--- config.mk ---
export PLATFORM = sky130hd
export DESIGN_NAME = bitmap_block_allocator_flat
export DESIGN_NICKNAME = d
export VERILOG_FILES = /design/src/bba_pkg.sv /design/src/bba_req_if.sv /design/src/bba_rsp_if.sv /design/src/bitmap_block_allocator.sv /design/src/bba_ctrl.sv /design/src/bba_dp.sv /design/src/flat_wrapper.sv
export SDC_FILE = /design/constraint.sdc
export NUM_CORES = 1
export LEC_CHECK = 0
export BUFFER_PORTS_ARGS = -buffer_cell sky130_fd_sc_hd__buf_2
export CAP_MARGIN = 30
export CORE_UTILIZATION = 40
export DETAILED_ROUTE_END_ITERATION = 8
export GPL_TIMING_DRIVEN = 0
export PLACE_DENSITY = 0.54
export SYNTH_ARGS = -nofsm -noshare
export SYNTH_HDL_FRONTEND = slang
export SYNTH_SLANG_ARGS = --single-unit
export TNS_END_PERCENT = 5
--- constraint.sdc ---
create_clock -name i_clk -period 7.4 [get_ports i_clk]
set_clock_uncertainty 0.2 [all_clocks]
set_input_delay 1.11 -clock i_clk [delete_from_list [all_inputs] [get_ports i_clk]]
set_output_delay 1.11 -clock i_clk [all_outputs]
set_load 0.01 [all_outputs]
--- src/bba_pkg.sv ---
// Shared types and constants for the block-allocation bitmap.
// Opcodes, field widths and the controller/datapath command and status structs.
// No dependencies.
package bba_pkg;

    localparam int OPCODE_W = 3;
    localparam int INDEX_W  = 8;
    localparam int COUNT_W  = 9;
    localparam int BYTE_W   = 8;

    localparam logic [OPCODE_W-1:0] OP_ALLOC = 3'd0;
    localparam logic [OPCODE_W-1:0] OP_MARK  = 3'd1;
    localparam logic [OPCODE_W-1:0] OP_FREE  = 3'd2;
    localparam logic [OPCODE_W-1:0] OP_TEST  = 3'd3;
    localparam logic [OPCODE_W-1:0] OP_COUNT = 3'd4;

    typedef struct packed {
        logic accept;    // latch a new request
        logic scan;      // examine one bitmap byte for allocate
        logic exec;      // run a single-bit operation
        logic load_out;  // move the finished result into the output register
    } t_ctrl_cmd;

    typedef struct packed {
        logic req_is_alloc;  // incoming request is an allocate
        logic scan_done;     // free bit found or last byte examined
    } t_dp_status;

    typedef struct packed {
        logic               ok;
        logic [INDEX_W-1:0] found_index;
        logic               bit_value;
        logic [COUNT_W-1:0] used_count;
    } t_result;

endpackage

--- src/bba_req_if.sv ---
// Request channel of the block-allocation bitmap: valid/ready plus request fields.
// Depends on bba_pkg.
interface bba_req_if import bba_pkg::*; ();
    logic                valid;
    logic                ready;
    logic [OPCODE_W-1:0] opcode;
    logic [INDEX_W-1:0]  block_index;

    modport source (output valid, output opcode, output block_index, input ready);
    modport sink   (input valid, input opcode, input block_index, output ready);
endinterface

--- src/bba_rsp_if.sv ---
// Response channel of the block-allocation bitmap: valid/ready plus result fields.
// Depends on bba_pkg.
interface bba_rsp_if import bba_pkg::*; ();
    logic               valid;
    logic               ready;
    logic               ok;
    logic [INDEX_W-1:0] found_index;
    logic               bit_value;
    logic [COUNT_W-1:0] used_count;

    modport source (output valid, output ok, output found_index, output bit_value,
                    output used_count, input ready);
    modport sink   (input valid, input ok, input found_index, input bit_value,
                    input used_count, output ready);
endinterface

--- src/bitmap_block_allocator.sv ---
// Block-allocation bitmap with a request channel and a response channel.
//
// i_req carries opcode and block_index; o_rsp returns ok, found_index,
// bit_value and used_count, one response per request, in request order.
// Opcodes: allocate lowest free block, mark used, free, test, count used.
// A request is taken only while the controller is idle; one item is in
// flight at a time. Allocate walks the bitmap one byte per cycle, stopping
// at the first byte with a free bit or at the last byte; every other
// opcode goes through the execute state. The response appears in the output
// register in the same cycle that the controller is ready again.
// The output register holds a response while o_rsp.ready is low; the next
// request is still accepted and worked on, and its result waits in the
// datapath until the output register is free.
// Reset (synchronous, active low) marks every block free, clears the
// used count and holds i_req.ready low; no clearing pass is needed.
// Depends on bba_pkg, bba_req_if, bba_rsp_if, bba_ctrl, bba_dp.
module bitmap_block_allocator import bba_pkg::*; #(
    parameter int NUM_BLOCKS = 256
) (
    input  logic      i_clk,
    input  logic      i_rst_n,
    bba_req_if.sink   i_req,
    bba_rsp_if.source o_rsp
);

    t_ctrl_cmd  cmd;
    t_dp_status status;
    t_result    rsp;

    bba_ctrl u_ctrl (
        .i_clk       (i_clk),
        .i_rst_n     (i_rst_n),
        .i_req_valid (i_req.valid),
        .i_rsp_ready (o_rsp.ready),
        .i_status    (status),
        .o_req_ready (i_req.ready),
        .o_rsp_valid (o_rsp.valid),
        .o_cmd       (cmd)
    );

    bba_dp #(
        .NUM_BLOCKS (NUM_BLOCKS)
    ) u_dp (
        .i_clk         (i_clk),
        .i_rst_n       (i_rst_n),
        .i_cmd         (cmd),
        .i_opcode      (i_req.opcode),
        .i_block_index (i_req.block_index),
        .o_status      (status),
        .o_rsp         (rsp)
    );

    assign o_rsp.ok          = rsp.ok;
    assign o_rsp.found_index = rsp.found_index;
    assign o_rsp.bit_value   = rsp.bit_value;
    assign o_rsp.used_count  = rsp.used_count;

endmodule

--- src/bba_ctrl.sv ---
// Controller of the block-allocation bitmap: sequences accept, scan/exec and output load.
// Depends on bba_pkg.
module bba_ctrl import bba_pkg::*; (
    input  logic       i_clk,
    input  logic       i_rst_n,
    input  logic       i_req_valid,
    input  logic       i_rsp_ready,
    input  t_dp_status i_status,
    output logic       o_req_ready,
    output logic       o_rsp_valid,
    output t_ctrl_cmd  o_cmd
);

    typedef enum logic [1:0] {
        S_IDLE,
        S_SCAN,
        S_EXEC,
        S_DONE
    } t_state;

    t_state r_state, n_state;
    logic   r_out_valid, n_out_valid;
    logic   out_free;

    assign out_free    = !r_out_valid || i_rsp_ready;
    // hold off requests while reset is asserted
    assign o_req_ready = (r_state == S_IDLE) && i_rst_n;
    assign o_rsp_valid = r_out_valid;

    always_comb begin
        o_cmd.accept   = o_req_ready && i_req_valid;
        o_cmd.scan     = (r_state == S_SCAN);
        o_cmd.exec     = (r_state == S_EXEC);
        o_cmd.load_out = (r_state == S_DONE) && out_free;
    end

    always_comb begin
        n_state = r_state;
        unique case (r_state)
            S_IDLE: begin
                if (i_req_valid) begin
                    n_state = i_status.req_is_alloc ? S_SCAN : S_EXEC;
                end
            end
            S_SCAN: begin
                if (i_status.scan_done) begin
                    n_state = S_DONE;
                end
            end
            S_EXEC: n_state = S_DONE;
            S_DONE: begin
                if (out_free) begin
                    n_state = S_IDLE;
                end
            end
            default: n_state = S_IDLE;
        endcase

        // hold the result until taken, load a new one when it is ready
        if (o_cmd.load_out) begin
            n_out_valid = 1'b1;
        end else if (i_rsp_ready) begin
            n_out_valid = 1'b0;
        end else begin
            n_out_valid = r_out_valid;
        end
    end

    always_ff @(posedge i_clk) begin
        if (!i_rst_n) begin
            r_state     <= S_IDLE;
            r_out_valid <= 1'b0;
        end else begin
            r_state     <= n_state;
            r_out_valid <= n_out_valid;
        end
    end

endmodule

--- src/bba_dp.sv ---
// Datapath of the block-allocation bitmap: bitmap bytes, running count, scan pointer
// and result registers. Depends on bba_pkg.
module bba_dp import bba_pkg::*; #(
    parameter int NUM_BLOCKS = 256
) (
    input  logic                i_clk,
    input  logic                i_rst_n,
    input  t_ctrl_cmd           i_cmd,
    input  logic [OPCODE_W-1:0] i_opcode,
    input  logic [INDEX_W-1:0]  i_block_index,
    output t_dp_status          o_status,
    output t_result             o_rsp
);

    localparam int LIMIT = (NUM_BLOCKS < 256) ? NUM_BLOCKS : 256;
    localparam int ROWS  = (LIMIT + BYTE_W - 1) / BYTE_W;
    localparam int ROW_W = (ROWS > 1) ? $clog2(ROWS) : 1;

    logic [BYTE_W-1:0]   r_map [ROWS];
    logic [COUNT_W-1:0]  r_used, n_used;
    logic [OPCODE_W-1:0] r_op;
    logic [INDEX_W-1:0]  r_idx;
    logic [ROW_W-1:0]    r_ptr;
    t_result             r_res, n_res;
    t_result             r_out;

    logic               wr_en;
    logic [ROW_W-1:0]   wr_row;
    logic [2:0]         wr_bit;
    logic               wr_val;

    logic [BYTE_W-1:0]  scan_row;
    logic [BYTE_W-1:0]  scan_free;
    logic [2:0]         scan_pos;
    logic               scan_hit;
    logic               scan_last;

    logic               in_range;
    logic [ROW_W-1:0]   exec_row;
    logic               exec_bit;

    // bits of a byte that lie below the addressable limit
    function automatic logic [BYTE_W-1:0] row_mask(input logic [ROW_W-1:0] row);
        logic [BYTE_W-1:0] m;
        logic [8:0]        blk;
        for (int j = 0; j < BYTE_W; j++) begin
            blk  = 9'({row, 3'(j)});
            m[j] = (blk < 9'(LIMIT));
        end
        return m;
    endfunction

    assign scan_row  = r_map[r_ptr];
    assign scan_free = ~scan_row & row_mask(r_ptr);
    assign scan_hit  = |scan_free;
    assign scan_last = (r_ptr == ROW_W'(ROWS - 1));

    always_comb begin
        scan_pos = 3'd0;
        for (int j = BYTE_W - 1; j >= 0; j--) begin
            if (scan_free[j]) begin
                scan_pos = 3'(j);
            end
        end
    end

    assign in_range = ({1'b0, r_idx} < 9'(LIMIT));
    assign exec_row = ROW_W'(r_idx[INDEX_W-1:3]);
    assign exec_bit = in_range ? r_map[exec_row][r_idx[2:0]] : 1'b0;

    assign o_status.req_is_alloc = (i_opcode == OP_ALLOC);
    assign o_status.scan_done    = scan_hit || scan_last;

    always_comb begin
        wr_en  = 1'b0;
        wr_row = r_ptr;
        wr_bit = scan_pos;
        wr_val = 1'b1;
        n_used = r_used;
        n_res  = r_res;

        if (i_cmd.scan) begin
            if (scan_hit) begin
                wr_en             = 1'b1;
                n_used            = r_used + 9'd1;
                n_res.ok          = 1'b1;
                n_res.found_index = INDEX_W'({r_ptr, scan_pos});
                n_res.bit_value   = 1'b0;
                n_res.used_count  = r_used + 9'd1;
            end else if (scan_last) begin
                // map full: leave state alone
                n_res.ok          = 1'b0;
                n_res.found_index = '0;
                n_res.bit_value   = 1'b0;
                n_res.used_count  = r_used;
            end
        end else if (i_cmd.exec) begin
            wr_row            = exec_row;
            wr_bit            = r_idx[2:0];
            n_res.ok          = 1'b0;
            n_res.found_index = r_idx;
            n_res.bit_value   = 1'b0;
            if (r_op == OP_COUNT) begin
                n_res.ok = 1'b1;
            end else if (in_range && (r_op == OP_MARK || r_op == OP_FREE
                                      || r_op == OP_TEST)) begin
                n_res.ok        = 1'b1;
                n_res.bit_value = exec_bit;
                if (r_op == OP_MARK && !exec_bit) begin
                    wr_en  = 1'b1;
                    wr_val = 1'b1;
                    n_used = r_used + 9'd1;
                end else if (r_op == OP_FREE && exec_bit) begin
                    wr_en  = 1'b1;
                    wr_val = 1'b0;
                    n_used = r_used - 9'd1;
                end
            end
            n_res.used_count = n_used;
        end
    end

    always_ff @(posedge i_clk) begin
        if (!i_rst_n) begin
            for (int r = 0; r < ROWS; r++) begin
                r_map[r] <= '0;
            end
            r_used <= '0;
        end else begin
            if (wr_en) begin
                r_map[wr_row][wr_bit] <= wr_val;
            end
            r_used <= n_used;
        end
    end

    always_ff @(posedge i_clk) begin
        if (i_cmd.accept) begin
            r_op  <= i_opcode;
            r_idx <= i_block_index;
            r_ptr <= '0;
        end else if (i_cmd.scan) begin
            r_ptr <= r_ptr + ROW_W'(1);
        end
        r_res <= n_res;
        if (i_cmd.load_out) begin
            r_out <= r_res;
        end
    end

    assign o_rsp = r_out;

endmodule

--- src/flat_wrapper.sv ---
// flat-port wrapper written by rule: the top's interface ports become plain ports
module bitmap_block_allocator_flat import bba_pkg::*;
#(
    parameter int NUM_BLOCKS = 256
)
  (i_clk, i_rst_n, i_req_valid, i_req_opcode, i_req_block_index, i_req_ready, o_rsp_valid, o_rsp_ok, o_rsp_found_index, o_rsp_bit_value, o_rsp_used_count, o_rsp_ready);
  bba_req_if i_req_i ();
  bba_rsp_if o_rsp_i ();
  input  logic i_clk;
  input  logic i_rst_n;
  input wire logic [$bits(i_req_i.valid)-1:0] i_req_valid;
  input wire logic [$bits(i_req_i.opcode)-1:0] i_req_opcode;
  input wire logic [$bits(i_req_i.block_index)-1:0] i_req_block_index;
  output wire logic [$bits(i_req_i.ready)-1:0] i_req_ready;
  output wire logic [$bits(o_rsp_i.valid)-1:0] o_rsp_valid;
  output wire logic [$bits(o_rsp_i.ok)-1:0] o_rsp_ok;
  output wire logic [$bits(o_rsp_i.found_index)-1:0] o_rsp_found_index;
  output wire logic [$bits(o_rsp_i.bit_value)-1:0] o_rsp_bit_value;
  output wire logic [$bits(o_rsp_i.used_count)-1:0] o_rsp_used_count;
  input wire logic [$bits(o_rsp_i.ready)-1:0] o_rsp_ready;
  assign i_req_i.valid = i_req_valid;
  assign i_req_i.opcode = i_req_opcode;
  assign i_req_i.block_index = i_req_block_index;
  assign i_req_ready = i_req_i.ready;
  assign o_rsp_valid = o_rsp_i.valid;
  assign o_rsp_ok = o_rsp_i.ok;
  assign o_rsp_found_index = o_rsp_i.found_index;
  assign o_rsp_bit_value = o_rsp_i.bit_value;
  assign o_rsp_used_count = o_rsp_i.used_count;
  assign o_rsp_i.ready = o_rsp_ready;
  bitmap_block_allocator #(.NUM_BLOCKS(NUM_BLOCKS)) u_core (.i_clk(i_clk), .i_rst_n(i_rst_n), .i_req(i_req_i), .o_rsp(o_rsp_i));
endmodule
==> Word-level counts from Yosys, hierarchy flattened <==
Memories as Yosys holds them, arrays and structs flattened. A register that Yosys moved wholly into a read port is not among the register bits.
Index checks and enable logic that the tools add are counted.
{ "word_totals": {"inputBits": 15, "memories": 1, "output_inout_bits": 21, "ramBits": 256, "register_bits": 66, "wordCells": 117} }
{ "op_classes": {"n_lt_le_gt_ge": 3, "mux": 61, "add_sub_neg": 3, "reduce_logical": 21, "n_bitwise": 1, "eq_ne": 13} }
{ "memory_table": {"columns": ["memory", "depth", "width", "read_ports", "rd_clocked_by_memory_dff", "write_ports", "line_no", "source"], "rows": [
  ["u_core.u_dp.r_map", 32, 8, 2, 2, 32, "bba_dp.sv:19", "logic [BYTE_W-1:0] r_map [ROWS];"]
]} }
{ "ops": {"columns": ["op", "n"], "rows": [
  ["two-way mux 19 bit", 4],
  ["two-way mux 9 bit", 7],
  ["two-way mux 3 bit", 10],
  ["two-way mux 5 bit", 6],
  ["two-way mux 1 bit", 24],
  ["two-way mux 8 bit", 3],
  ["OR reduction 8 bit", 2],
  ["adder 9 x 1 -> 9 bit (second input constant)", 1],
  ["subtractor 9 x 1 -> 9 bit (second input constant)", 1],
  ["less-than comparator 3 x 4 -> 1 bit (second input constant)", 2],
  ["two-way mux 2 bit", 4],
  ["inequality test 2 bit (second input constant)", 4],
  ["NOT 8 bit", 1],
  ["one-hot mux 2 bit (4 select lines)", 1],
  ["== test 3 x 2 -> 1 bit (second input constant)", 2],
  ["logical AND 1 bit", 6],
  ["adder 5 x 1 -> 5 bit (second input constant)", 1],
  ["== test 5 bit (second input constant)", 1],
  ["== test 2 bit (second input constant)", 2],
  ["logical OR 1 bit", 4],
  ["AND reduction 2 bit", 2],
  ["nonzero test 2 bit", 2],
  ["binary-select mux 1 bit (select 3 bit)", 1],
  ["demux 1 bit (select 3 bit)", 1],
  ["9 further kinds", 10]
]} }

==> Longest topological paths before layout <==
{ "depth": {"word_depth": 18, "ltp_mapped": 14, "ltp_nobuf": 9} }

==> By module <==
From an unflattened synthesis, not the netlist that was laid out.
{ "unflattened": {"cells_unflattened": 1695, "area_unflattened_um2": 19871.6} }
{ "by_module_without_submodules": {"columns": ["mod", "n_inst", "area_per_inst_um2", "cells_per_inst", "seq_area_each_um2"], "rows": [
  ["bba_dp", 1, 19622.6, 1667, 9639.2],
  ["bba_ctrl", 1, 249.0, 28, 60.1]
]} }

==> Least setup slack after synthesis <==
OpenSTA, ideal clock, no wires.
{ "synth_path": {"path_type": "register to register", "startpoint": "register with a tool-made name", "endpoint": "register u_core.u_dp.r_res[0] in the netlist's numbering (enable)", "stages_incl_launch_ff": 12, "path_slack_ns": 3.526, "t_required_ns": 6.793, "setup_ns": 0.407, "synth_period_minus_slack_ns": 3.874, "path_buffers": 4, "t_arrival_ns": 3.268, "path_cell_list": "dfxtp_1 -> buf_6 -> buf_8 -> buf_6 -> mux4_2 -> a22oi_1 -> nand2_1 -> nand4_1 -> mux2i_2 -> and2_1 -> clkbuf_1 -> a31oi_1"} }
{ "synth_rtl": {"columns": ["item", "line_no", "source"], "rows": [
  ["end signal, assigned", "bba_dp.sv:145", "r_res <= n_res;"],
  ["end, declared", "bba_dp.sv:24", "t_result r_res, n_res;"]
]} }

==> impl_metrics.tcl <==
set metrics [dict create \
    syn_inst 1662 \
    crit_chain "buf_2 > nor2b_1 > a22oi_1 > a21oi_1 > and4b_1 > o32ai_2 > o21ai_2 > nand3_2 > nand3_2 > clkbuf_2 > o21ai_0" \
    cts.clk_slew.worst_paths_ns 0.06 \
    numCtsBuffers 39 \
    grt_pass1_wl_um 116000 \
    power.density_nw_per_um2 312 \
    yosysWarnings 0 \
    wire_per_inst_um 35.5 \
    vias 15900 \
    rrSetupSlack_ns 2.22 \
    violations "design-rule violations" \
    drc 16 \
    final_cell_area_um2 21500 \
    cts_resized 0 \
    cap_violations 0 \
    synth_edf_count 305 \
    crit_slowest_cell "nor2b_1" \
    die_x_um 221 \
    async_flop_share 0 \
    path_class "reg2reg" \
    outcome "complete, but fails checks" \
    grt_pass1_vias 15000 \
    cts_hold_buf 0 \
    first_iter_violations 2295 \
    place_area_um2 20200 \
    area_growth_syn_to_layout_pct 12.3 \
    drive_gt1_frac 0.203 \
    tightestPinTransition_ns 1.03 \
    met2_usage 0.539 \
    cts_sinks 332 \
    die_y_um 221 \
    r2r_end "u_core.u_dp.r_map[24][3]" \
    initial_core_util 0.408 \
    clock_latency_ns 0.58 \
    drtAntennaViolNets 0 \
    port_buffers 34 \
    slew_headroom 0.310 \
    cp.required_ns 7.47 \
    end_kind "flop" \
    core.rowCount 79 \
    pin_count 36 \
    cts_buffer_depth 3 \
    final_hold_viol_count 0 \
    synthFlopType "edfxtp_1" \
    worstRegToRegCells 11 \
    grt-busiest-layer "met2" \
    cp-start-kind "flop" \
    cp_slowest_stage_delay_ns 0.66 \
    ys_ff_latch 332 \
    p_leak_uw 0.00691 \
    cts_tree "built" \
    grt_use_total 0.353 \
    syn-cell-area_um2 19100 \
    layout_min_cycle_time_ns 5.18 \
    postLayoutSetupSlackWorst_ns 2.22 \
    crit_fanout 10 \
    synth_cell_types 83 \
    pre_cts_slack_ns 2.31 \
    grt_use_met1 0.442 \
    die_area_um2 48700 \
    grt_max_degree 20 \
    coreArea_um2 46900 \
    crit_top_cell "nand3_2" \
    post_cts_buffers 0 \
    crit_arrival_ns 5.25 \
    final_cell_mix "308 x nor2_1, 305 x edfxtp_1, 167 x o21ai_1" \
    overflow 0 \
    antenna_found_initial 2 \
    fmax_mhz 193 \
    place.gp.congestion 1.05 \
    rsz0062_at_grt "no" \
    wirelength_um 84700 \
    final_net_count 1771 \
    cts_root_buffer "clkbuf_16" \
    ys_seq_area_frac 0.507 \
    fin_setup_tns_ns 0 \
    maxSlewViolCount 0 \
    synth_nets 1686 \
    final_util 0.459 \
    finalCritPeriodShare 0.700 \
    synth.avg_cell_area_um2 11.5 \
    avgViaCountPerCell 6.66 \
    peakVddDrop_mv 0.170 \
    crit_end "u_core.u_dp.r_map[24][3]" \
    cts_htree_levels 2 \
    met3_usage 0.0944 \
    dr.pass1.iters 8 \
    dp_hpwl_um 62000 \
    final_common_cell "nor2_1" \
    hp-class "reg2reg" \
    setup_violations 0 \
]
==> cell type report <==
type | instances | area [um2]
flip-flops and latches | 332 | 9700
clock inverters | 19 | 155
well taps | 607 | 759
repair buffers | 44 | 289
inverters | 21 | 78.8
plain buffers | 143 | 837
diodes | 2 | 5.00
multi-input cells | 1166 | 8540
fillers | 4314 | 25400
clock buffers | 52 | 1120
==> where the power goes <==
part	leakage (uW)	switching [uW]	internal [uW]
Sequential	0.00332	105	2220
Combinational	0.00296	1580	816
Clock	0.000630	848	1140
Total	0.00691	2530	4170
==> how the worst min path moves through the flow <==
stage	endpoint	slack (ns)	startpoint	cells past startpoint
6_report	u_core.u_dp.o_rsp[3]	0.22	u_core.u_dp.r_res[3]	0
4_1_cts	u_core.u_dp.o_rsp[3]	0.22	u_core.u_dp.r_res[3]	0
5_1_grt	u_core.u_dp.o_rsp[1]	0.22	u_core.u_dp.r_res[1]	0
3_5_place_dp	u_core.u_dp.o_rsp[15]	0.20	u_core.u_dp.r_res[15]	0
3_3_place_gp	u_core.u_dp.o_rsp[13]	0.20	u_core.u_dp.r_res[13]	0
2_1_floorplan	u_core.u_dp.o_rsp[0]	0.20	u_core.u_dp.r_res[0]	0
==> worst max-delay path: cells and delay by family, from the launching register on <==
kind | cells | cell delay [ns]
simple gates | 4 | 1.68
compound gates | 5 | 1.46
buf+inv | 2 | 0.91
flops | 1 | 0.59
==> cells in the mapped netlist (all sizes together) (3+ instances only) <==
master / count / area, um2
edfxtp: 305 / 9160
a31o: 5 / 43.8
nand3: 29 / 195
mux2: 7 / 78.8
nor3: 13 / 65.1
or2: 6 / 37.5
and3: 5 / 36.3
nor2: 309 / 1160
a311oi: 5 / 43.8
buf: 84 / 606
inv: 20 / 75.1
nand2b: 12 / 75.1
o32ai: 6 / 90.1
a31oi: 9 / 71.3
nand3b: 4 / 30.0
a21oi: 9 / 45.0
a22oi: 35 / 268
nor3b: 6 / 45.0
o2111ai: 3 / 26.3
mux4: 115 / 2590
o211ai: 8 / 65.1
nor2b: 20 / 125
a21boi: 3 / 22.5
nor4: 4 / 31.3
o31ai: 3 / 22.5
o21ai: 283 / 1420
nand4: 10 / 92.6
xor2: 7 / 61.3
a22o: 8 / 70.1
and2: 4 / 25.0
nand2: 114 / 443
mux2i: 59 / 594
or3: 7 / 43.8
dfxtp: 27 / 541
a211oi: 6 / 45.0
ha: 9 / 113
o22ai: 14 / 128
clkbuf: 59 / 231
xnor2: 4 / 35.0
==> state kept, by name, indices dropped and copies added (netlist names), named ones only <==
| register | flops |
|---|---|
| u_core.u_dp.r_ptr | 5 |
| u_core.u_dp.r_op | 3 |
| u_core.u_ctrl.r_state | 2 |
| u_core.u_dp.r_map | 256 |
| u_core.u_dp.r_used | 9 |
| u_core.u_dp.r_res | 19 |
| u_core.u_dp.r_idx | 8 |
| u_core.u_ctrl.o_rsp_valid | 1 |
| u_core.u_dp.o_rsp | 19 |
==> kinds of logic (layout without fill, tap and decap cells) <==
group                      count (synthesis)  after routing  synth area share
and+or+nand+nor                          548            548             0.129
AOI/OAI and AO/OA                        417            417             0.135
DFF                                      332            332             0.507
muxes                                    181            181             0.171
buffers and inverters                    164            279            0.0479
xor gates and xnor gates                  11             11           0.00504
adders and majority gates                  9              9           0.00589
other                                      0              2                 0
==> metal layers <==
layer  vias up  routed length, um
met2      1106              37500
met1      8021              31500
li1       6478                  -
met3       290               9450
met5         -                 34
met4         4               6270
==> stage by stage <==
stage | cells | power, uW | hold WS, ns
floorplan | 1662 | 3730 | 0.200
global placement | 2303 | 4580 | 0.200
detailed placement | 2310 | 4630 | 0.205
CTS | 2381 | 6580 | 0.218
global route | 2384 | 6830 | 0.224
finish | 2386 | 6700 | 0.217
(Power assumes the default switching activity.)
